===== config.mk =====
export PLATFORM = sky130hd
export DESIGN_NAME = fspa_regs
export DESIGN_NICKNAME = d
export VERILOG_FILES = /design/src/sv/assert_macros.svh /design/src/sv/fspa_pkg.sv /design/src/sv/fspa_regs.sv
export SDC_FILE = /design/constraint.sdc
export NUM_CORES = 1
export LEC_CHECK = 0
export ABC_AREA = 1
export CORE_UTILIZATION = 40
export CTS_BUF_LIST = sky130_fd_sc_hd__clkbuf_16
export DETAILED_ROUTE_END_ITERATION = 7
export DONT_BUFFER_PORTS = 1
export GPL_ROUTABILITY_DRIVEN = 0
export SYNTH_ARGS = -nofsm -noshare
export SYNTH_HDL_FRONTEND = slang
export SYNTH_SLANG_ARGS = --single-unit

===== constraint.sdc =====
create_clock -name clk -period 1.12 [get_ports clk]
set_input_delay 0.28 -clock clk [delete_from_list [all_inputs] [get_ports clk]]
set_output_delay 0.28 -clock clk [all_outputs]
set_load 0.05 [all_outputs]

===== src/sv/assert_macros.svh =====
// ----------------------------------------------------------------------------
// Assertion macros
// Shared concurrent assertion forms for the slot pool allocator.
// ----------------------------------------------------------------------------
`ifndef ASSERT_MACROS_SVH
`define ASSERT_MACROS_SVH

// The consequent must hold in the same cycle as the antecedent.
`define ASSERT_NOW(label, clk, rst_n, ante, cons, msg) \
	label: assert property (@(posedge clk) disable iff (!rst_n) (ante) |-> (cons)) \
		else $error(msg);

// The consequent must hold in the cycle after the antecedent.
`define ASSERT_NEXT(label, clk, rst_n, ante, cons, msg) \
	label: assert property (@(posedge clk) disable iff (!rst_n) (ante) |=> (cons)) \
		else $error(msg);

`endif


===== src/sv/fspa_pkg.sv =====
// ----------------------------------------------------------------------------
// fspa_pkg
// Shared types, codes and constants of the slot pool allocator.
// ----------------------------------------------------------------------------
`default_nettype none

package fspa_pkg;

	localparam int MAX_POOLS_DEF      = 8;
	localparam int SLOTS_PER_POOL_DEF = 1024;

	localparam int SLOT_BYTES_W   = 17;
	localparam int POOL_SLOTS_W   = 11;
	localparam int REQ_W          = 17;
	localparam int POOL_FW        = 3;
	localparam int SLOT_FW        = 10;
	localparam int STATUS_W       = 3;
	localparam int OPEN_FW        = 4;
	localparam int SLOT_BYTES_RST = 64;
	localparam int POOL_SLOTS_RST = 1024;

	localparam int APB_AW   = 3;
	localparam int APB_DW   = 32;
	localparam int S_DATA_W = 32;
	localparam int M_DATA_W = 24;

	localparam logic MODE_FREE = 1'b1;

	typedef enum logic [STATUS_W-1:0] {
		ST_ALLOC     = 3'd0,
		ST_FREED     = 3'd1,
		ST_NO_POOL   = 3'd2,
		ST_UNKNOWN   = 3'd3,
		ST_TOO_LARGE = 3'd4
	} status_t;

	typedef enum logic [0:0] {
		REG_SLOT_BYTES = 1'b0,
		REG_POOL_SLOTS = 1'b1
	} reg_idx_t;

	typedef enum logic [1:0] {
		S_IDLE,
		S_CHECK,
		S_LINK
	} state_t;

	typedef struct packed {
		logic    capture;
		logic    walk;
		logic    link_rd;
		logic    free_wr;
		logic    bump_wr;
		logic    pop_wr;
		logic    open_wr;
		logic    load_out;
		status_t code;
	} cmd_t;

	typedef struct packed {
		logic mode_free;
		logic oversize;
		logic bad_free;
		logic nonempty;
		logic bump_ok;
		logic ptr_zero;
		logic can_open;
		logic out_free;
	} stat_t;

endpackage

`default_nettype wire


===== src/sv/fspa_regs.sv =====
// ----------------------------------------------------------------------------
// fspa_regs
// Configuration registers behind the APB-style port.
// ----------------------------------------------------------------------------
`default_nettype none

module fspa_regs (
	input  wire logic                              clk,
	input  wire logic                              arst_n,
	input  wire logic                              psel,
	input  wire logic                              penable,
	input  wire logic                              pwrite,
	input  wire logic [fspa_pkg::APB_AW-1:0]       paddr,
	input  wire logic [fspa_pkg::APB_DW-1:0]       pwdata,
	output      logic [fspa_pkg::APB_DW-1:0]       prdata,
	output      logic                              pready,
	output      logic [fspa_pkg::SLOT_BYTES_W-1:0] slot_bytes,
	output      logic [fspa_pkg::POOL_SLOTS_W-1:0] pool_slots
);

	logic               wr_fire;
	fspa_pkg::reg_idx_t reg_sel;

	assign pready  = 1'b1;
	assign wr_fire = psel && penable && pwrite && pready;
	assign reg_sel = fspa_pkg::reg_idx_t'(paddr[2]);

	always_ff @(posedge clk or negedge arst_n) begin
		if (!arst_n) begin
			slot_bytes <= fspa_pkg::SLOT_BYTES_W'(fspa_pkg::SLOT_BYTES_RST);
			pool_slots <= fspa_pkg::POOL_SLOTS_W'(fspa_pkg::POOL_SLOTS_RST);
		end else if (wr_fire) begin
			unique case (reg_sel)
				fspa_pkg::REG_SLOT_BYTES: slot_bytes <= pwdata[fspa_pkg::SLOT_BYTES_W-1:0];
				fspa_pkg::REG_POOL_SLOTS: pool_slots <= pwdata[fspa_pkg::POOL_SLOTS_W-1:0];
				default: ;
			endcase
		end
	end

	always_comb begin
		unique case (reg_sel)
			fspa_pkg::REG_SLOT_BYTES: prdata = fspa_pkg::APB_DW'(slot_bytes);
			fspa_pkg::REG_POOL_SLOTS: prdata = fspa_pkg::APB_DW'(pool_slots);
			default:                  prdata = '0;
		endcase
	end

endmodule

`default_nettype wire


---- After elaboration in Yosys (flattened, before gate mapping) ----
Index checks and enable logic that the tools add are counted.
storage, ports and cells
  bits in registers ....................... 28
  bits of input ports ..................... 40
cells by class
  mux-type cells .......................... 1
  bitwise gates (word level) .............. 1
  reductions and logical operators ........ 4
operator list
  operator             number
  $pmux W32 S2         1
  $reduce_and A2 Y1    2
  $logic_and A1 B1 Y1  2
  $not A1 Y1           1

---- Logic depth before layout (Yosys ltp) ----
Gate-level depths: netlist (run 1).
  depth in word-level cells ............... 3
  depth in mapped cells ................... 5
  gate-level depth less buffers ........... 4

---- Worst setup path before layout (run 1) ----
OpenSTA, ideal clock, no wires.
  path kind ............................... flip-flop to output port
  start ................................... reg slot_bytes[11] (netlist name)
  end ..................................... out prdata[11] (netlist name)
  arrival time ............................ 1.357 ns
  slack ................................... -0.517 ns
  stages on the path, launching flop included .. 3
  cell sequence ........................... dfrtp_1 inv_1 nor2_1
between the ends
  longest elaborated chain between the ends .. 1
RTL lines
  element                   line             text
  start: declaration        fspa_regs.sv:17  output logic [fspa_pkg::SLOT_BYTES_W-1:0] slot_bytes,
  start signal: assignment  fspa_regs.sv:30  slot_bytes <= fspa_pkg::SLOT_BYTES_W'(fspa_pkg::SLOT_BYTES_RST);
  start signal: assignment  fspa_regs.sv:34  fspa_pkg::REG_SLOT_BYTES: slot_bytes <= pwdata[fspa_pkg::SLOT_BYTES_W-1:0];
  $pmux W32 S2              fspa_regs.sv:42  unique case (reg_sel)
  end: declaration          fspa_regs.sv:15  output logic [fspa_pkg::APB_DW-1:0] prdata,
Every way passes these cells. The select of a mux whose other input is x is not followed.

---- Final worst setup path (run 1) ----
  start ................................... reg slot_bytes[6] (netlist name)
  end ..................................... out prdata[6] (netlist name)
Same word-level chain as after synthesis.

==> results of run 1 <==
## power by group through the flow
stage               Combinational (mW)  Sequential (mW)  Clock (mW)
floorplan                        0.960             2.09           0
global placement                  2.11             1.36           0
detailed placement                2.15             1.37           0
CTS                               2.30             1.41       0.821
global route                      2.39             1.43       0.865
finish                            2.29             1.41       0.799
## flip-flops by register name, summed over array words and instances, names as in the netlist
name and flops:
slot_bytes 17, pool_slots 11
## cell usage after synthesis
library cell	instances	area share, %
buf_2	3	1.0
buf_6	6	4.6
nand2_2	1	0.42
nand4_2	1	0.85
nor2_4	1	0.76
inv_1	7	1.8
buf_4	16	8.1
conb_1	2	0.51
nand3_1	28	9.5
inv_2	1	0.25
dfstp_2	2	3.6
nand4_1	1	0.42
dfrtp_1	26	44
nor2_1	6	1.5
clkbuf_1	1	0.25
nand2_1	89	23
## worst max path at each step
stage | startpoint | end | cells past startpoint
CTS | pool_slots[10] | prdata[10] | 2
global placement | paddr[2] | prdata[10] | 4
floorplan | slot_bytes[6] | prdata[6] | 2
finish | slot_bytes[6] | prdata[6] | 2
detailed placement | paddr[2] | prdata[10] | 4
global route | pool_slots[10] | prdata[10] | 2
## critical path, stage by stage, from the launching register on
cell and delay (ps):
dfstp_2 540, nand2_2 60, nand2_4 140
## logic make-up (layout without fill, tap and decap cells)
| family | Yosys count | in the layout | synth area share, % |
|---|---|---|---|
| simple gates | 127 | 127 | 36.0 |
| buf+inv | 34 | 54 | 16.0 |
| flops | 28 | 28 | 47.5 |
| other cells | 2 | 16 | 0.507 |
## repair_timing
| item | 4_1_cts | 5_1_grt |
|---|---|---|
| pin swaps | 32 | 7 |
| hold endpoints to repair | 28 | 0 |
| hold buffers | 2 | 0 |
| resized for setup | 40 | 0 |
| endpoints found under the setup margin | 45 | 44 |
## metal layers
layer,up-vias,GRT usage [%],part of all wire (%)
met5,-,0,0
met4,0,5.23,0.61
met3,2,4.56,7.0
met2,53,36.4,53
met1,640,23.7,39
li1,626,-,-
## cell usage in the layout, fill, tap and decap left out, types with 2 or more instances in the layout
cell and n:
nand3_1 28, conb_1 16, buf_4 3, buf_6 26, nand2_1 58, clkbuf_16 3
nand2_4 11, inv_2 8, dfrtp_2 26, nand2_2 21, buf_12 12, nor2_4 7
dfstp_2 2
## area by class of cell
cell class	instances	area share [%]
inverter	8	1.34
clock inverter	1	0.168
tap	46	2.57
timing repair buffer	42	25.3
clock buffer	3	3.35
multi-input combinational	143	34.4
sequential	28	32.9
==> flow_summary_export.csv, run 1 <==
group,metric,value,unit
run_status,status,"complete, but fails checks",
run_status,violations,"negative setup slack",
clock_tree,numCtsBuffers,3,
placement,dp_slack,34.2,ps
pwr,p_clk_share,17.8,%
finish,fillerInstances,297,
setup_path,required,840,ps
timing,rsz0062_at_grt,"yes",
route,routed_via_density,4.87,
global_routing,grt_usage,20.1,%
clock_tree,cts_buffer_depth,2,
placement,dp.cells,265,
timing,setup_violations,21,
yosys,syn_area_per_cell,7.75,sq um
global_routing,grt_pass1_wl,6340,um
route,ant_nets,0,
min_path,hp-class,"input pin to flip-flop",
floorplan,die_h,62.8,um
setup_path,setup.worst_path.start_class,"flip-flop",
finish,final_util,65.0,%
finish,drive_gt1_share,53.3,%
timing,slew_violations,0,
route,drc,0,
pwr,switching_share,46.6,%
route,dr_total_vias,1321,
clock_tree,cts_root_buffer,"clkbuf_16",
floorplan,dieArea,3950,sq um
pwr,p_per_area,2010,nW/um^2
finish,multi_input_area,771,sq um
route,wire_per_inst,13.3,um
global_routing,grt_pass1_vias,1319,
setup_path,critPathKind,"flip-flop to output pin",
floorplan,rows,21,
clock_tree,htreeDepth,1,
floorplan,start_util,43.0,%
yosys,synthCells,191,
global_routing,grt_start_max_net_pins,31,
setup_path,cp-end-kind,"output pin",
timing,fin_skew,0,ps
floorplan,coreArea,3440,sq um
route,wl,3620,um
timing,timing.setup.tns,-1360,ps
yosys,synth.yosys.seq_area_share,47.5,%
finish,regArea,736,sq um
clock_tree,cts_setup_buffers,0,
yosys,yosys_warnings,0,
route,drt-initial-drc-count,81,
yosys,synth_cell_types,16,
route,first_pass_iters,4,
pwr,power.internal,2.40,mW
setup_path,r2r_cells,3,
finish,final_cells,271,
timing,hold_viol_final,0,
global_routing,overflow,0,
min_path,whs_path_depth,2,
setup_path,path_max_fanout,2,
placement,port_buffers,0,
pwr,power_frac_seq,31.3,%
setup_path,crit_arrival,1000,ps
yosys,synthesis.area,1480,sq um
pwr,pwr-share-comb,50.9,%
setup_path,r2r_setup_slack,200,ps
floorplan,die_w,62.8,um
pwr,p_sw,2.09,mW
finish,final_area,2240,sq um
timing,fin_hold_ws,129,ps
pwr,p_leak,1.09,nW
timing,finalCritPeriodShare,114,%
placement,place_hpwl,2570,um
setup_path,r2r-end,"slot_bytes[6]",
pwr,peakVddDrop,0.938,mV
timing,fmax,782,MHz
global_routing,antenna_found_initial,0,
clock_tree,path_clk_slew,70,ps
floorplan,io_pins,101,
placement,place_area,2000,sq um
finish,final_nets,266,
finish,syn_to_final_growth,51.2,%
clock_tree,clock-sinks,28,
pwr,power,4.49,mW
clock_tree,cts_tree,"yes",
timing,worst_slack,-159,ps
timing,min_period,1280,ps
yosys,ys_ff_latch,28,
run,drv_cap,0,
setup_path,r2r-start,"slot_bytes[6]",
min_path,min_to,"slot_bytes[6]",
min_path,worstHoldStart,"pwdata[6]",
finish,antennaDiodeCount,0,
clock_tree,clk-insertion-delay-late,260,ps
Power figures use the tool's default switching activity.
==> run 2, diff against run 1 <==
GPL_TIMING_DRIVEN = 0   (was default)
REMOVE_ABC_BUFFERS = 1   (was default)
==> flow_summary_export.csv, run 2 (synthesized netlist as in run 1, its figures left out) <==
group,metric,value,unit
run_status,status,"complete, but fails checks",
run_status,violations,"negative setup slack",
route,drc,0,
timing,fin_skew,0,ps
clock_tree,clock-sinks,28,
finish,largest_reg_flops,17,
global_routing,grt_usage,19.0,%
clock_tree,numCtsBuffers,3,
timing,setup_violations,19,
setup_path,critPathKind,"flip-flop to output pin",
setup_path,cp.depth,2,
placement,dp_slack,-916,ps
setup_path,crit_arrival,1230,ps
setup_path,cp_slowest_stage_delay,710,ps
setup_path,path_max_fanout,3,
setup_path,path_cells,"nand2_2 -> nand2_4",
finish,fillerInstances,310,
finish,mostFrequentLayoutCells,"nand2_1, nand3_1, dfrtp_2",
clock_tree,path_clk_slew,60,ps
setup_path,cp-startpoint,"slot_bytes[6]",
timing,min_period,1510,ps
route,routed_via_density,5.11,
finish,final_area,1720,sq um
route,drt-initial-drc-count,64,
route,ant_nets,0,
setup_path,cp_slowest_cell,"dfstp_2",
timing,fmax,662,MHz
run,drv_cap,0,
timing,tightest_slew,644,ps
timing,finalCritPeriodShare,135,%
floorplan,die_h,62.8,um
timing,rsz0062_at_grt,"yes",
setup_path,cp-end-kind,"output pin",
pwr,p_per_area,2270,nW/um^2
route,dr_total_vias,1186,
min_path,worstHoldStart,"pwdata[6]",
route,first_pass_iters,4,
setup_path,crit_buf_inv,0,
pwr,p_leak,0.813,nW
floorplan,rows,21,
finish,antennaDiodeCount,0,
finish,layout_commonest_cell,"nand2_1",
clock_tree,cts_root_buffer,"clkbuf_16",
setup_path,r2r_cells,2,
global_routing,grt_pass1_wl,5710,um
timing,hold_viol_final,0,
setup_path,required,840,ps
floorplan,start_util,43.0,%
global_routing,antenna_found_initial,0,
timing,timing.setup.tns,-5030,ps
finish,syn_to_final_growth,16.5,%
timing,slew_violations,0,
global_routing,grt_start_max_net_pins,32,
min_path,hp-class,"input pin to flip-flop",
clock_tree,cts_tree,"yes",
timing,slew_headroom,56.8,%
route,wire_per_inst,15.2,um
finish,final_nets,227,
setup_path,r2r-start,"pool_slots[10]",
placement,port_buffers,0,
setup_path,critPathTopFamily,"flip-flops",
pwr,peakVddDrop,0.858,mV
clock_tree,clk-insertion-delay-late,260,ps
floorplan,coreArea,3440,sq um
finish,drive_gt1_share,43.5,%
finish,regMostFlops,"slot_bytes",
route,wl,3520,um
floorplan,io_pins,101,
finish,reg.largest.list,"slot_bytes: 17 flops, pool_slots: 11 flops",
clock_tree,cts_buffer_depth,2,
floorplan,die_w,62.8,um
clock_tree,htreeDepth,1,
global_routing,grt_pass1_vias,1195,
floorplan,dieArea,3950,sq um
min_path,whs_path_depth,2,
placement,place_area,1380,sq um
placement,place_hpwl,2080,um
global_routing,overflow,0,
setup_path,setup.worst_path.start_class,"flip-flop",
timing,worst_slack,-391,ps
==> run 2: per-stage QoR <==
step	hold WS, ps	util (%)	std cells	total power, mW
4_1_cts	130	50.0	232	3.92
6_report	129	50.1	232	3.92
2_1_floorplan	-15.6	-	179	2.77
3_3_place_gp	-14.9	40.2	225	2.85
5_1_grt	148	50.1	232	4.08
3_5_place_dp	-14.5	40.2	225	2.87
==> run 2: area by class of cell <==
cell class              count  area, sq um  share of cell area, %
inverters                   8         33.8                   1.96
clock buffers               3         75.1                   4.35
repair buffers              2         30.0                   1.74
repair inverters            1         5.00                  0.290
clock inverters             1         3.75                  0.218
multi-input cells         143          779                   45.2
flip-flops and latches     28          739                   42.9
well taps                  46         57.6                   3.34
==> run 2: what timing repair did <==
action | 4_1_cts | 5_1_grt
endpoints found under the hold margin | 28 | 0
cloned | 1 | 0
setup buffers | 0 | 0
setup endpoints to repair | 62 | 19
pin swaps | 25 | 11
gates resized for setup | 87 | 2
hold buffers | 2 | 0
==> run 2: report_power, final <==
group          internal (mW)  switching [mW]
sequential              1.25           0.899
combinational          0.202           0.769
clock                  0.478           0.322
total                   1.92            1.99
==> run 2: worst reg2reg max path: cells and delay by family, from the launching register on <==
| family | cells | cell delay, ps |
|---|---|---|
| flip-flops | 1 | 720 |
| AND/OR/NAND/NOR | 2 | 160 |
==> run 2: worst paths after layout <==
path	endpoint	slack (ps)
setup / recovery	prdata[6]	-390
hold / removal	slot_bytes[6]	130
setup reg to reg	pool_slots[10]	190
hold reg to reg	slot_bytes[6]	610
max in group asynchronous	pool_slots[10]	430
min in group asynchronous	slot_bytes[14]	460
==> run 2: per-layer routing <==
layer / global-route usage (%) / vias to the layer above / part of all wire, %
li1: - / 547 / -
met1: 22.7 / 564 / 41
met3: 4.01 / 2 / 8.0
met5: 0 / - / 0
met2: 34.0 / 73 / 51
met4: 5.23 / 0 / 0.51
