`config.mk`:
```
export PLATFORM = sky130hd
export DESIGN_NAME = fspa_ctrl
export DESIGN_NICKNAME = d
export VERILOG_FILES = /design/src/sv/assert_macros.svh /design/src/sv/fspa_pkg.sv /design/src/sv/fspa_ctrl.sv
export SDC_FILE = /design/constraint.sdc
export NUM_CORES = 1
export LEC_CHECK = 0
export BUFFER_PORTS_ARGS = -buffer_cell sky130_fd_sc_hd__buf_2
export CAP_MARGIN = 20
export CORE_AREA = 2 2 39 41
export CTS_CLUSTER_SIZE = 12
export DETAILED_ROUTE_END_ITERATION = 8
export DIE_AREA = 0 0 41 43
export HOLD_SLACK_MARGIN = 0.08
export MAX_ROUTING_LAYER = met4
export PLACE_DENSITY = 0.57
export SKIP_LAST_GASP = 1
export SLEW_MARGIN = 30
export SYNTH_ARGS = -nofsm -noshare
export SYNTH_HDL_FRONTEND = slang
export SYNTH_SLANG_ARGS = --single-unit
```
`constraint.sdc`:
```
create_clock -name clk -period 2.9 [get_ports clk]
set_clock_uncertainty 0.15 [all_clocks]
set_input_delay 0.145 -clock clk [delete_from_list [all_inputs] [get_ports clk]]
set_output_delay 0.145 -clock clk [all_outputs]
set_load 0.03 [all_outputs]
```
`src/sv/assert_macros.svh`:
```
// ----------------------------------------------------------------------------
// Assertion macros
// Shared concurrent assertion forms for the slot pool allocator.
// ----------------------------------------------------------------------------
`ifndef ASSERT_MACROS_SVH
`define ASSERT_MACROS_SVH

// The consequent must hold in the same cycle as the antecedent.
`define ASSERT_NOW(label, clk, rst_n, ante, cons, msg) \
	label: assert property (@(posedge clk) disable iff (!rst_n) (ante) |-> (cons)) \
		else $error(msg);

// The consequent must hold in the cycle after the antecedent.
`define ASSERT_NEXT(label, clk, rst_n, ante, cons, msg) \
	label: assert property (@(posedge clk) disable iff (!rst_n) (ante) |=> (cons)) \
		else $error(msg);

`endif

```
`src/sv/fspa_pkg.sv`:
```
// ----------------------------------------------------------------------------
// fspa_pkg
// Shared types, codes and constants of the slot pool allocator.
// ----------------------------------------------------------------------------
`default_nettype none

package fspa_pkg;

	localparam int MAX_POOLS_DEF      = 8;
	localparam int SLOTS_PER_POOL_DEF = 1024;

	localparam int SLOT_BYTES_W   = 17;
	localparam int POOL_SLOTS_W   = 11;
	localparam int REQ_W          = 17;
	localparam int POOL_FW        = 3;
	localparam int SLOT_FW        = 10;
	localparam int STATUS_W       = 3;
	localparam int OPEN_FW        = 4;
	localparam int SLOT_BYTES_RST = 64;
	localparam int POOL_SLOTS_RST = 1024;

	localparam int APB_AW   = 3;
	localparam int APB_DW   = 32;
	localparam int S_DATA_W = 32;
	localparam int M_DATA_W = 24;

	localparam logic MODE_FREE = 1'b1;

	typedef enum logic [STATUS_W-1:0] {
		ST_ALLOC     = 3'd0,
		ST_FREED     = 3'd1,
		ST_NO_POOL   = 3'd2,
		ST_UNKNOWN   = 3'd3,
		ST_TOO_LARGE = 3'd4
	} status_t;

	typedef enum logic [0:0] {
		REG_SLOT_BYTES = 1'b0,
		REG_POOL_SLOTS = 1'b1
	} reg_idx_t;

	typedef enum logic [1:0] {
		S_IDLE,
		S_CHECK,
		S_LINK
	} state_t;

	typedef struct packed {
		logic    capture;
		logic    walk;
		logic    link_rd;
		logic    free_wr;
		logic    bump_wr;
		logic    pop_wr;
		logic    open_wr;
		logic    load_out;
		status_t code;
	} cmd_t;

	typedef struct packed {
		logic mode_free;
		logic oversize;
		logic bad_free;
		logic nonempty;
		logic bump_ok;
		logic ptr_zero;
		logic can_open;
		logic out_free;
	} stat_t;

endpackage

`default_nettype wire

```
`src/sv/fspa_ctrl.sv`:
```
// ----------------------------------------------------------------------------
// fspa_ctrl
// Request sequencer: accepts a request, walks the pools and commits a result.
// ----------------------------------------------------------------------------
`default_nettype none

module fspa_ctrl (
	input  wire logic            clk,
	input  wire logic            arst_n,
	input  wire logic            in_valid,
	output      logic            in_ready,
	input  wire fspa_pkg::stat_t stat,
	output      fspa_pkg::cmd_t  cmd
);

	fspa_pkg::state_t state_q;
	fspa_pkg::state_t state_d;

	always_ff @(posedge clk or negedge arst_n) begin
		if (!arst_n) begin
			state_q <= fspa_pkg::S_IDLE;
		end else begin
			state_q <= state_d;
		end
	end

	always_comb begin
		state_d = state_q;
		unique case (state_q)
			fspa_pkg::S_IDLE: begin
				if (in_valid) begin
					state_d = fspa_pkg::S_CHECK;
				end
			end
			fspa_pkg::S_CHECK: begin
				if (!stat.mode_free && !stat.oversize && stat.nonempty) begin
					state_d = fspa_pkg::S_LINK;
				end else if (!stat.mode_free && !stat.oversize && !stat.bump_ok &&
						!stat.ptr_zero) begin
					state_d = fspa_pkg::S_CHECK;
				end else if (stat.out_free) begin
					state_d = fspa_pkg::S_IDLE;
				end
			end
			fspa_pkg::S_LINK: begin
				if (stat.out_free) begin
					state_d = fspa_pkg::S_IDLE;
				end
			end
			default: state_d = fspa_pkg::S_IDLE;
		endcase
	end

	always_comb begin
		cmd      = '0;
		cmd.code = fspa_pkg::ST_ALLOC;
		in_ready = 1'b0;
		unique case (state_q)
			fspa_pkg::S_IDLE: begin
				in_ready    = 1'b1;
				cmd.capture = in_valid;
			end
			fspa_pkg::S_CHECK: begin
				if (stat.mode_free) begin
					if (stat.out_free) begin
						cmd.load_out = 1'b1;
						if (stat.bad_free) begin
							cmd.code = fspa_pkg::ST_UNKNOWN;
						end else begin
							cmd.free_wr = 1'b1;
							cmd.code    = fspa_pkg::ST_FREED;
						end
					end
				end else if (stat.oversize) begin
					cmd.load_out = stat.out_free;
					cmd.code     = fspa_pkg::ST_TOO_LARGE;
				end else if (stat.nonempty) begin
					cmd.link_rd = 1'b1;
				end else if (stat.bump_ok) begin
					cmd.load_out = stat.out_free;
					cmd.bump_wr  = stat.out_free;
				end else if (!stat.ptr_zero) begin
					cmd.walk = 1'b1;
				end else if (stat.out_free) begin
					cmd.load_out = 1'b1;
					if (stat.can_open) begin
						cmd.open_wr = 1'b1;
					end else begin
						cmd.code = fspa_pkg::ST_NO_POOL;
					end
				end
			end
			fspa_pkg::S_LINK: begin
				cmd.load_out = stat.out_free;
				cmd.pop_wr   = stat.out_free;
			end
			default: ;
		endcase
	end

endmodule

`default_nettype wire

```
---- After elaboration in Yosys (flattened, before gate mapping) ----
Cells that the tools add are included.
storage, ports and cells
  register bits after elaboration ......... 2
  bits in latches ......................... 0
  memory bits (writable) .................. 0
  memory bits (read-only) ................. 0
  input port bits ......................... 11
  output and inout port bits .............. 12
  logic and storage cells ................. 52
  memories ................................ 0
cells by class
  add/subtract/negate cells ............... 0
  multipliers ............................. 0
  divide/modulo/power cells ............... 0
  magnitude comparators ................... 0
  eq/ne operators ......................... 3
  shifts and indexed selects .............. 0
  multiplexer cells ....................... 39
  bitwise gates (word level) .............. 0
  reduce and logical (&&, ||, !) cells .... 9
operators with widths
  cell                                                              number
  1-bit two-way mux                                                 20
  2-bit two-way mux                                                 8
  4-bit two-way mux                                                 4
  5-bit two-way mux                                                 3
  3-bit two-way mux                                                 2
  2-bit case mux with 3 select lines                                1
  1-bit logical AND                                                 4
  1-bit zero test                                                   4
  2-bit by 1-bit == test with 1-bit output (second input constant)  1
  2-bit == test (second input constant)                             1
  2-bit zero test                                                   1
  2-bit inequality test (second input constant)                     1
  1-bit case mux with 2 select lines                                1

---- Longest topological paths before layout ----
Gate-level depths: netlist of run 1.
  depth in word-level cells ............... 8
  gate-level depth with buffers ........... 5
  gate-level depth less buffers ........... 5

---- Least setup slack after synthesis of run 1 ----
No wires, ideal clock.
  path kind ............................... register to output
  start ................................... register state_q[1]
  end ..................................... output cmd[1] (netlist name)
  arrival ................................. 1.764 ns
  required time ........................... 2.605 ns
  setup slack ............................. 0.841 ns
  stages on the path, launching flop included .. 6
  buffers on the path ..................... 0
  cell sequence ........................... dfrtp_1 -> inv_1 -> ha_1 -> nor4b_1 -> nand4b_1 -> o2bb2ai_1
RTL lines
  item                    RTL line         source
  start, declared         fspa_ctrl.sv:16  fspa_pkg::state_t state_q;
  start signal, assigned  fspa_ctrl.sv:21  state_q <= fspa_pkg::S_IDLE;
  start signal, assigned  fspa_ctrl.sv:23  state_q <= state_d;
  end, declared           fspa_ctrl.sv:13  output fspa_pkg::cmd_t cmd

==> metrics.md, run 1 <==
| Metric | Value |
|---|---|
| Outcome | finished clean |
| Synth Net Count | 53 |
| Peak VDD IR | about 0.00025 V |
| Hold WC Path Type | in -> reg |
| Highest metal used | met3 |
| Synth warn | 0 |
| Die area | 1760 sq um |
| Largest regs | state_q (2) |
| CP Launch Type | flip-flop |
| CP cell instances | inv_1 > ha_1 > nor4b_1 > nand4b_1 > o2bb2ai_1 > buf_2 |
| Final Non-Filler Cells | 81 |
| Critical path required time | between 2 and 3 ns |
| Critical path class | reg -> out |
| Synth Area per Inst | 8.43 sq um |
| Gr usage total | 9.56% |
| CP peak stage delay | approximately 0.50 ns |
| Layout Nets | 82 |
| Initial antenna violation count | 0 |
| Max-Cap Viols | 0 |
| Row count | 14 |
| DRT iter0 DRCs | 8 |
| H-tree levels | 1 |
| First-pass GRT wire length | 1150 um |
| Synthesized area | about 320 sq um |
| Worst-margin pin slew | 0.553 ns |
| I/O Buffers | 22 |
| WHS | roughly 0.18 ns |
| Seq/Total Area, Yosys | 15.6% |
| Clk buf depth | 2 |
| Worst-path clk slew | 0.03 ns |
| Layout cells sized above 1 | 47.7% |
| Final critical-path share of the clock period | 78.9% |
| Reg area | 50.0 sq um |
| Pwr Total | 0.315 mW |
| Synthesized flop and latch total | 2 |
| CTS resizes | 0 |
| Fill cells | about 160 |
| Final setup viols | 0 |
| Via count | 380 |
| Drc violations | 0 |
| WL met1 | 352 um |
| Synth-to-Final Area Change | 53.9% |
| Mapped Cells | 38 |
| 1st-pass router iterations | 2 |
| Slowest cell on crit path | nor4b_1 |
| WL final | 786 um |
| Setup TNS | 0 ns |
| Ys flop type | dfrtp_1 |
| TritonCTS Buffers | 3 |
| Post-Place Worst Slack | 0.823 ns |
| Routed Antenna Nets | 0 |
| Slew Limit Fails | 0 |
| RSZ-0062 raised after global routing | false |
| Post-synth EDFFs | 0 |
| GRT overflow | 0 |
| Fin. Hold Viols | 0 |
| Max FFs per register | 2 |
| Vias in the first global route | ~300 |
| Routed wl met3 | around 59 um |
| Async SR Flop Fraction | 100% |
| DR vias/cell | 4.69 |
| Placed cell count | 76 |
| Post-DP HPWL | 633 um |
| Crit Path Max Fanout | 7 |
| Multi-input gate area | between 200 and 300 sq um |
| Die Y | ~43 um |
| Root Driver | clkbuf_4 |
| Routed wl met2 | 373 um |
| Wire length per cell | 9.70 um |
| GP Congestion | 0.697 |
| Clock Sinks | 2 |
| Starting Density | 23.1% |
| Worst slew margin | 62.6% |
| Final WS setup | about 0.61 ns |
| Post-layout minimum cycle time | 2.29 ns |
| Fmax | 0.437 GHz |
| Die Wd | 41 um |
| Worst-Skew Late Latency | 0.22 ns |
| P_leak | 0.269 nW |
| I/O Pins | 23 |
| CP Capture Type | output port |
| Core area | about 1400 sq um |
| CTS tree | built |
| Yosys cell types | 22 |
| Largest net degree at the start of global routing | 9 |
| Reg with most FFs | state_q |
| P per Cell Area | 640 nW/um^2 |
| Crit path DAT | 1.99 ns |
| # diodes | 0 |
[layout by cell type (no fill, tap or decap), types with 2 or more instances in the layout]
cell type and count:
and2_1 3, and3_1 2, buf_2 22, clkbuf_4 3, dfrtp_1 2, dlygate4sd3_1 2
ha_1 4, inv_1 4, nor2_1 5, nor2b_1 2, o2bb2ai_1 2
[synthesized netlist by cell type, drive strengths merged, types with 2 or more instances]
master	n	area, sq um
a221oi	2	23.8
inv	4	15.0
o2bb2ai	2	17.5
nor2b	2	12.5
and2	3	18.8
dfrtp	2	50.1
nor2	5	18.8
ha	4	50.1
and3	2	12.5
[report_power, final]
group	switching, mW	leakage [nW]	internal, mW
Clock	0.0151	0.0138	0.0456
Sequential	0.00923	0.0260	0.0377
Combinational	0.125	0.229	0.0827
[worst max-delay path: cells and delay by family (launching register included)]
| family | cells | cell delay [ns] |
|---|---|---|
| and+or+nand+nor | 2 | 0.69 |
| DFF | 1 | 0.38 |
| buffers and inverters | 2 | 0.30 |
| adders and majority gates | 1 | 0.24 |
| AOI/OAI and AO/OA | 1 | 0.16 |
[cell type report]
class,count,area share [%]
Clock buffer,3,4.57
Inverter,4,3.05
Multi-Input combinational cell,32,51.8
Sequential cell,2,10.2
Tap cell,16,4.06
Timing Repair Buffer,24,26.4
[final timing paths]
check / end / cells past startpoint / slack, ns / start
max in group asynchronous: state_q[1] / 3 / 1.85 / arst_n
worst max register to register: state_q[0] / 5 / 1.06 / state_q[1]
worst min register to register: state_q[1] / 2 / 0.46 / state_q[1]
min in group asynchronous: state_q[0] / 3 / 0.62 / arst_n
worst min-delay path: state_q[1] / 4 / 0.18 / in_valid
worst max-delay path: cmd[1] / 6 / 0.61 / state_q[1]
[what timing repair did]
action | 4_1_cts | 5_1_grt
setup endpoints to repair | 0 | 0
setup buffers | 0 | 0
hold buffers | 2 | 0
endpoints found under the hold margin | 2 | 0
[layer usage]
layer	track usage, %	vias up
li1	-	195
met1	11.9	175
met2	14.7	10
met3	0	0
met4	6.00	0
met5	-	-
[logic make-up after synthesis]
logic type	synth area share [%]
AND/OR/NAND/NOR	43.4
AO/OA/AOI/OAI	17.2
buffers and inverters	4.69
adder cells (fa/ha/maj)	15.6
flip-flops	15.6
multiplexers	3.52
[metrics by stage]
step	cell area (sq um)	util [%]
after floorplan	320	-
after global placement	450	32.5
after detailed placement	450	32.5
after CTS	493	35.6
after global routing	493	35.6
final	493	35.6
Power figures use the tool's default switching activity.
==> run 2, diff against run 1 <==
PLACE_DENSITY = 0.59   (was 0.57)
clock period = 2.1 ns   (was 2.9 ns; I/O delays follow)
==> run 2 against run 1 <==
Compared with the run above:
- count of clock-buffer cells in the layout stayed put
- global-route usage up 0.52 points
- sequential power increased by 49%
- final cell count up 1.2%
- hold slack lost 0.035 ns
- utilization grew 2.7 points
- sequential cell count unchanged
- first-iteration DRC count shrank 88%
- design area increased by 7.6%
- die area unchanged
- routed wire length grew 7.3%
- register-to-register slack worse by 0.79 ns
- highest routed layer unchanged
==> metrics.md, run 2 (same netlist as run 1, synthesis figures left out) <==
| Metric | Value |
|---|---|
| WL final | 843 um |
| Fmax | ~0.53 GHz |
| CP Capture Type | output port |
| Hold WC Path Type | in -> reg |
| Comb pwr share | 66.7% |
| Peak VDD IR | 0.000400 V |
| H-tree levels | 1 |
| DR vias/cell | 4.60 |
| CTS tree | built |
| Die Wd | 41 um |
| Die area | 1760 sq um |
| CP Launch Type | flip-flop |
| Reg area | approximately 50 sq um |
| Hold Path Stages | 4 |
| Fill cells | 152 |
| Post-layout minimum cycle time | 1.90 ns |
| Largest net degree at the start of global routing | 9 |
| Max FFs per register | 2 |
| Largest regs | state_q (2) |
| Drc violations | 0 |
| DRT iter0 DRCs | 1 |
| TritonCTS Buffers | 3 |
| Synth-to-Final Area Change | 65.6% |
| Root Driver | clkbuf_4 |
| Placed cell count | 77 |
| Sequential Power Share | 15.0% |
| Worst slew margin | 83.7% |
| Fin. Hold Viols | 0 |
| Worst Hold End | state_q[1] |
| 1st-pass router iterations | 3 |
| Initial antenna violation count | 0 |
| Pwr Total | 0.467 mW |
| Reg2reg start | state_q[1] |
| RSZ-0062 raised after global routing | false |
| Commonest non-fill, non-tap cell in the layout | buf_2 |
| Switching Fraction | 46.8% |
| Worst-Skew Late Latency | 0.22 ns |
| R2R setup slack | 0.27 ns |
| Reg2reg end | state_q[0] |
| Outcome | finished clean |
| Slew Limit Fails | 0 |
| Core area | between 1000 and 1500 sq um |
| Internal Power | 0.249 mW |
| P_leak | ~0.28 nW |
| Reg with most FFs | state_q |
| GP Congestion | about 0.68 |
| Slowest cell on crit path | dfrtp_1 |
| Final critical-path share of the clock period | 90.6% |
| Critical path class | reg -> out |
| CP cell instances | inv_1 > ha_4 > nor4b_4 > nand4b_1 > o2bb2ai_1 > clkbuf_4 |
| # diodes | 0 |
| Starting Density | 23.1% |
| Layout cells sized above 1 | around half |
| CP peak stage delay | 0.39 ns |
| Setup TNS | 0 ns |
| Post-DP HPWL | slightly below 700 um |
| Worst-margin pin slew | about 0.25 ns |
| Clock power frac | 18.3% |
| Most frequent cells in the layout | buf_2 (21), nor2_1 (5), inv_1 (4), clkbuf_4 (4) |
| I/O Buffers | 22 |
| Routed Antenna Nets | 0 |
| Final setup viols | 0 |
| Row count | 14 |
| P per Cell Area | 881 nW/um^2 |
| Final Non-Filler Cells | 82 |
| Max-Cap Viols | 0 |
| Worst Hold Launch | in_valid |
| Clock Sinks | 2 |
| Via count | between 300 and 400 |
| Critical path required time | 1.85 ns |
| Multi-input gate area | between 200 and 300 sq um |
| Wire length per cell | between 10 and 15 um |
| NetSw | roughly 0.22 mW |
| Worst-path clk slew | 0.03 ns |
| Crit path DAT | 1.65 ns |
| Layout Nets | a little over 80 |
| Gr usage total | 10.1% |
| I/O Pins | 23 |
| Clk buf depth | 2 |
| Fin util | between 30% and 40% |
| Die Y | 43 um |
| Crit Path Max Fanout | 7 |
| GRT overflow | 0 |
| Cells on worst reg2reg path | 5 |
| First-pass GRT wire length | ~1200 um |
| Vias in the first global route | 298 |
-- run 2: changes by cell type in the layout (fill, tap and decap cells not counted), sizes merged --
cell / previous run / this run
clkbuf: 3 / 4
-- run 2: critical path: cells and delay by family, from the launching register on --
family | cells | cell delay [ns]
simple gates | 2 | 0.36
flops | 1 | 0.39
buf+inv | 2 | 0.34
compound gates | 1 | 0.15
fa+ha+maj | 1 | 0.18
-- run 2: cell type report --
cell class / count / share of cell area (%)
repair buffers: 25 / 26.4
inverters: 4 / 2.83
clock buffers: 3 / 4.25
well taps: 16 / 3.77
flip-flops and latches: 2 / 9.43
multi-input cells: 32 / 53.3
-- run 2: power by group through the flow --
| stage | Sequential, mW | Combinational [mW] | Clock [mW] |
|---|---|---|---|
| 4_1_cts | 0.0655 | 0.297 | 0.0931 |
| 6_report | 0.0701 | 0.312 | 0.0855 |
| 3_3_place_gp | 0.0649 | 0.290 | 0 |
| 5_1_grt | 0.0727 | 0.341 | 0.0945 |
| 3_5_place_dp | 0.0658 | 0.291 | 0 |
| 2_1_floorplan | 0.0625 | 0.217 | 0 |
-- run 2: metrics by stage --
stage               area [sq um]  setup WS [ns]  hold WS, ns
floorplan                    320         0.0812       -0.341
global placement             458          0.173       -0.256
detailed placement           458          0.176       -0.258
CTS                          507         0.0423        0.133
global route                 531         0.0278        0.166
finish                       531          0.197        0.144
-- run 2: repair_timing --
| action | in CTS | in global routing |
|---|---|---|
| hold endpoints to repair | 2 | 0 |
| setup endpoints to repair | 4 | 4 |
| resized for setup | 1 | 4 |
| buffers inserted | 0 | 0 |
| hold buffers | 2 | 0 |
| gates cloned | 0 | 0 |
-- run 2: how the worst max path moves through the flow --
stage                     startpoint     end  slack (ns)  depth (start not counted)
after global placement    state_q[1]  cmd[1]        0.17                          6
after floorplan           state_q[1]  cmd[1]        0.08                          5
final                     state_q[1]  cmd[1]        0.20                          6
after global routing      state_q[1]  cmd[1]        0.03                          6
after detailed placement  state_q[1]  cmd[1]        0.18                          6
after CTS                 state_q[1]  cmd[1]        0.04                          6
-- run 2: layer usage --
metal  wire, um  GRT usage [%]
met4          0           8.00
met3         63           1.57
met2        432           15.0
met5          0              -
met1        348           11.3
==> run 3, diff against run 2 <==
CORE_AREA = 4 4 41 43   (was 2 2 39 41)
DIE_AREA = 0 0 45 47   (was 0 0 41 43)
==> run 3 against run 2 <==
Compared with the run above:
- fmax fell by 3.2%
- sequential cell count is the same
- via count is 0.53% lower
- design area fell by 2.1%
- power is 3.2% lower
- critical path depth did not move
- global-route usage down 0.29 points
- final cell count shrank 1.2%
- utilization is 1.6 points higher
- register-to-register slack improved by 0.06 ns
- critical endpoint unchanged
==> metrics.md, run 3 (same netlist as run 1, synthesis figures left out) <==
| Metric | Value |
|---|---|
| Outcome | finished clean |
| Initial antenna violation count | 0 |
| Worst slew margin | around 83% |
| Synth-to-Final Area Change | 62.1% |
| Core area | 1300 sq um |
| Crit path DAT | 1.71 ns |
| Hold WC Path Type | in -> reg |
| Reg with most FFs | state_q |
| Post-route design area | 519 sq um |
| Final setup viols | 0 |
| Post-DP HPWL | between 700 and 800 um |
| CP Capture Type | output port |
| Routed Antenna Nets | 0 |
| H-tree levels | 1 |
| Fin. Hold Viols | 0 |
| Crit Path Max Fanout | 7 |
| Setup TNS | 0 ns |
| Drc violations | 0 |
| Die Y | 47 um |
| Die Wd | 45 um |
| Commonest non-fill, non-tap cell in the layout | buf_2 |
| RSZ-0062 raised after global routing | false |
| GRT overflow | 0 |
| Max FFs per register | 2 |
| Worst-path clk slew | 0.03 ns |
| WHS | 0.141 ns |
| Worst Hold Launch | in_valid |
| Die area | between 2000 and 2500 sq um |
| Reg2reg start | state_q[1] |
| CP Launch Type | flip-flop |
| Peak VDD IR | 0.000425 V |
| Gr usage total | 9.79% |
| Post-layout minimum cycle time | 1.97 ns |
| Worst Hold End | state_q[1] |
| Vias in the first global route | 345 |
| First-pass GRT wire length | approximately 1400 um |
| Most frequent cells in the layout | buf_2 (21), nor2_1 (5), inv_1 (4), clkbuf_4 (4) |
| Row count | 13 |
| I/O Pins | 23 |
| Wire length per cell | 11.0 um |
| Reg2reg end | state_q[0] |
| WL final | between 800 and 900 um |
| DRT iter0 DRCs | 6 |
| Fmax | 0.508 GHz |
| Largest net degree at the start of global routing | 9 |
| Slowest cell on crit path | dfrtp_1 |
| Starting Density | 24.6% |
| Final critical-path share of the clock period | 93.7% |
| P per Cell Area | 871 nW/um^2 |
| 1st-pass router iterations | 2 |
| Root Driver | clkbuf_4 |
| Clk buf depth | 2 |
| Via count | 375 |
| DR vias/cell | 4.63 |
| Max-Cap Viols | 0 |
| Critical path required time | 1.85 ns |
| CP peak stage delay | around 0.39 ns |
| Critical path class | reg -> out |
| I/O Buffers | 22 |
| CTS tree | built |
| Largest regs | state_q (2) |
| Worst-margin pin slew | roughly 0.26 ns |
| P_leak | 0.278 nW |
| Worst-Skew Late Latency | 0.22 ns |
| R2R setup slack | 0.33 ns |
| # diodes | 0 |
| Layout Nets | 83 |
| CP cell instances | inv_1 > ha_2 > nor4b_4 > nand4b_1 > o2bb2ai_1 > clkbuf_4 |
| Slew Limit Fails | 0 |
| Clock Sinks | 2 |
| Layout cells sized above 1 | between 50% and 60% |
| Post-DP Area | approximately 460 sq um |
| Hold Path Stages | 4 |
| TritonCTS Buffers | 3 |
| Cells on worst reg2reg path | 5 |
| GP Congestion | roughly 0.8 |
==> run 3: repair_timing <==
item,4_1_cts,5_1_grt
endpoints found under the setup margin,4,4
endpoints found under the hold margin,2,0
pin swaps,0,0
resized for setup,1,3
hold buffers,2,0
buffers inserted,0,0
==> run 3: cell type report <==
type / count / area [sq um]
inverter: 4 / 15.0
tap: 15 / 18.8
multi-input combinational: 32 / 273
sequential: 2 / 50.0
fill: 152 / 782
timing repair buffer: 25 / 140
clock buffer: 3 / 22.5
==> run 3: how the worst max path moves through the flow <==
stage               startpoint      to  slack, ns  cells after the start
finish              state_q[1]  cmd[1]       0.13                      6
global route        state_q[1]  cmd[1]      0.006                      6
CTS                 state_q[1]  cmd[1]       0.03                      6
detailed placement  state_q[1]  cmd[1]       0.19                      6
global placement    state_q[1]  cmd[1]       0.16                      6
floorplan           state_q[1]  cmd[1]       0.08                      5
==> run 3: per-stage QoR <==
| stage | cells | power, mW | setup slack, ns | util [%] |
|---|---|---|---|---|
| after floorplan | 38 | 0.280 | 0.0812 | - |
| after global placement | 76 | 0.355 | 0.164 | 35.1 |
| after detailed placement | 76 | 0.358 | 0.188 | 35.1 |
| after CTS | 81 | 0.456 | 0.0315 | 38.8 |
| after global routing | 81 | 0.501 | 0.00592 | 39.9 |
| final | 81 | 0.452 | 0.133 | 39.9 |
==> run 3: critical path: cells and delay by family (launching register included) <==
| kind | cells | cell delay (ns) |
|---|---|---|
| buffers and inverters | 2 | 0.31 |
| DFF | 1 | 0.39 |
| and+or+nand+nor | 2 | 0.38 |
| adders and majority gates | 1 | 0.25 |
| AOI/OAI and AO/OA | 1 | 0.16 |
==> run 3: layer usage <==
layer	up-vias	GRT usage, %	part of all wire (%)
met2	7	15.5	56
met5	-	-	0
li1	198	-	-
met3	2	3.07	3.7
met4	0	8.77	2.0
met1	168	9.55	38
==> run 3: power by group <==
| group | leakage (nW) | internal [mW] | switching (mW) |
|---|---|---|---|
| registers | 0.0260 | 0.0521 | 0.0129 |
| logic | 0.238 | 0.125 | 0.177 |
| clock network | 0.0138 | 0.0630 | 0.0220 |
| total | 0.278 | 0.240 | 0.212 |
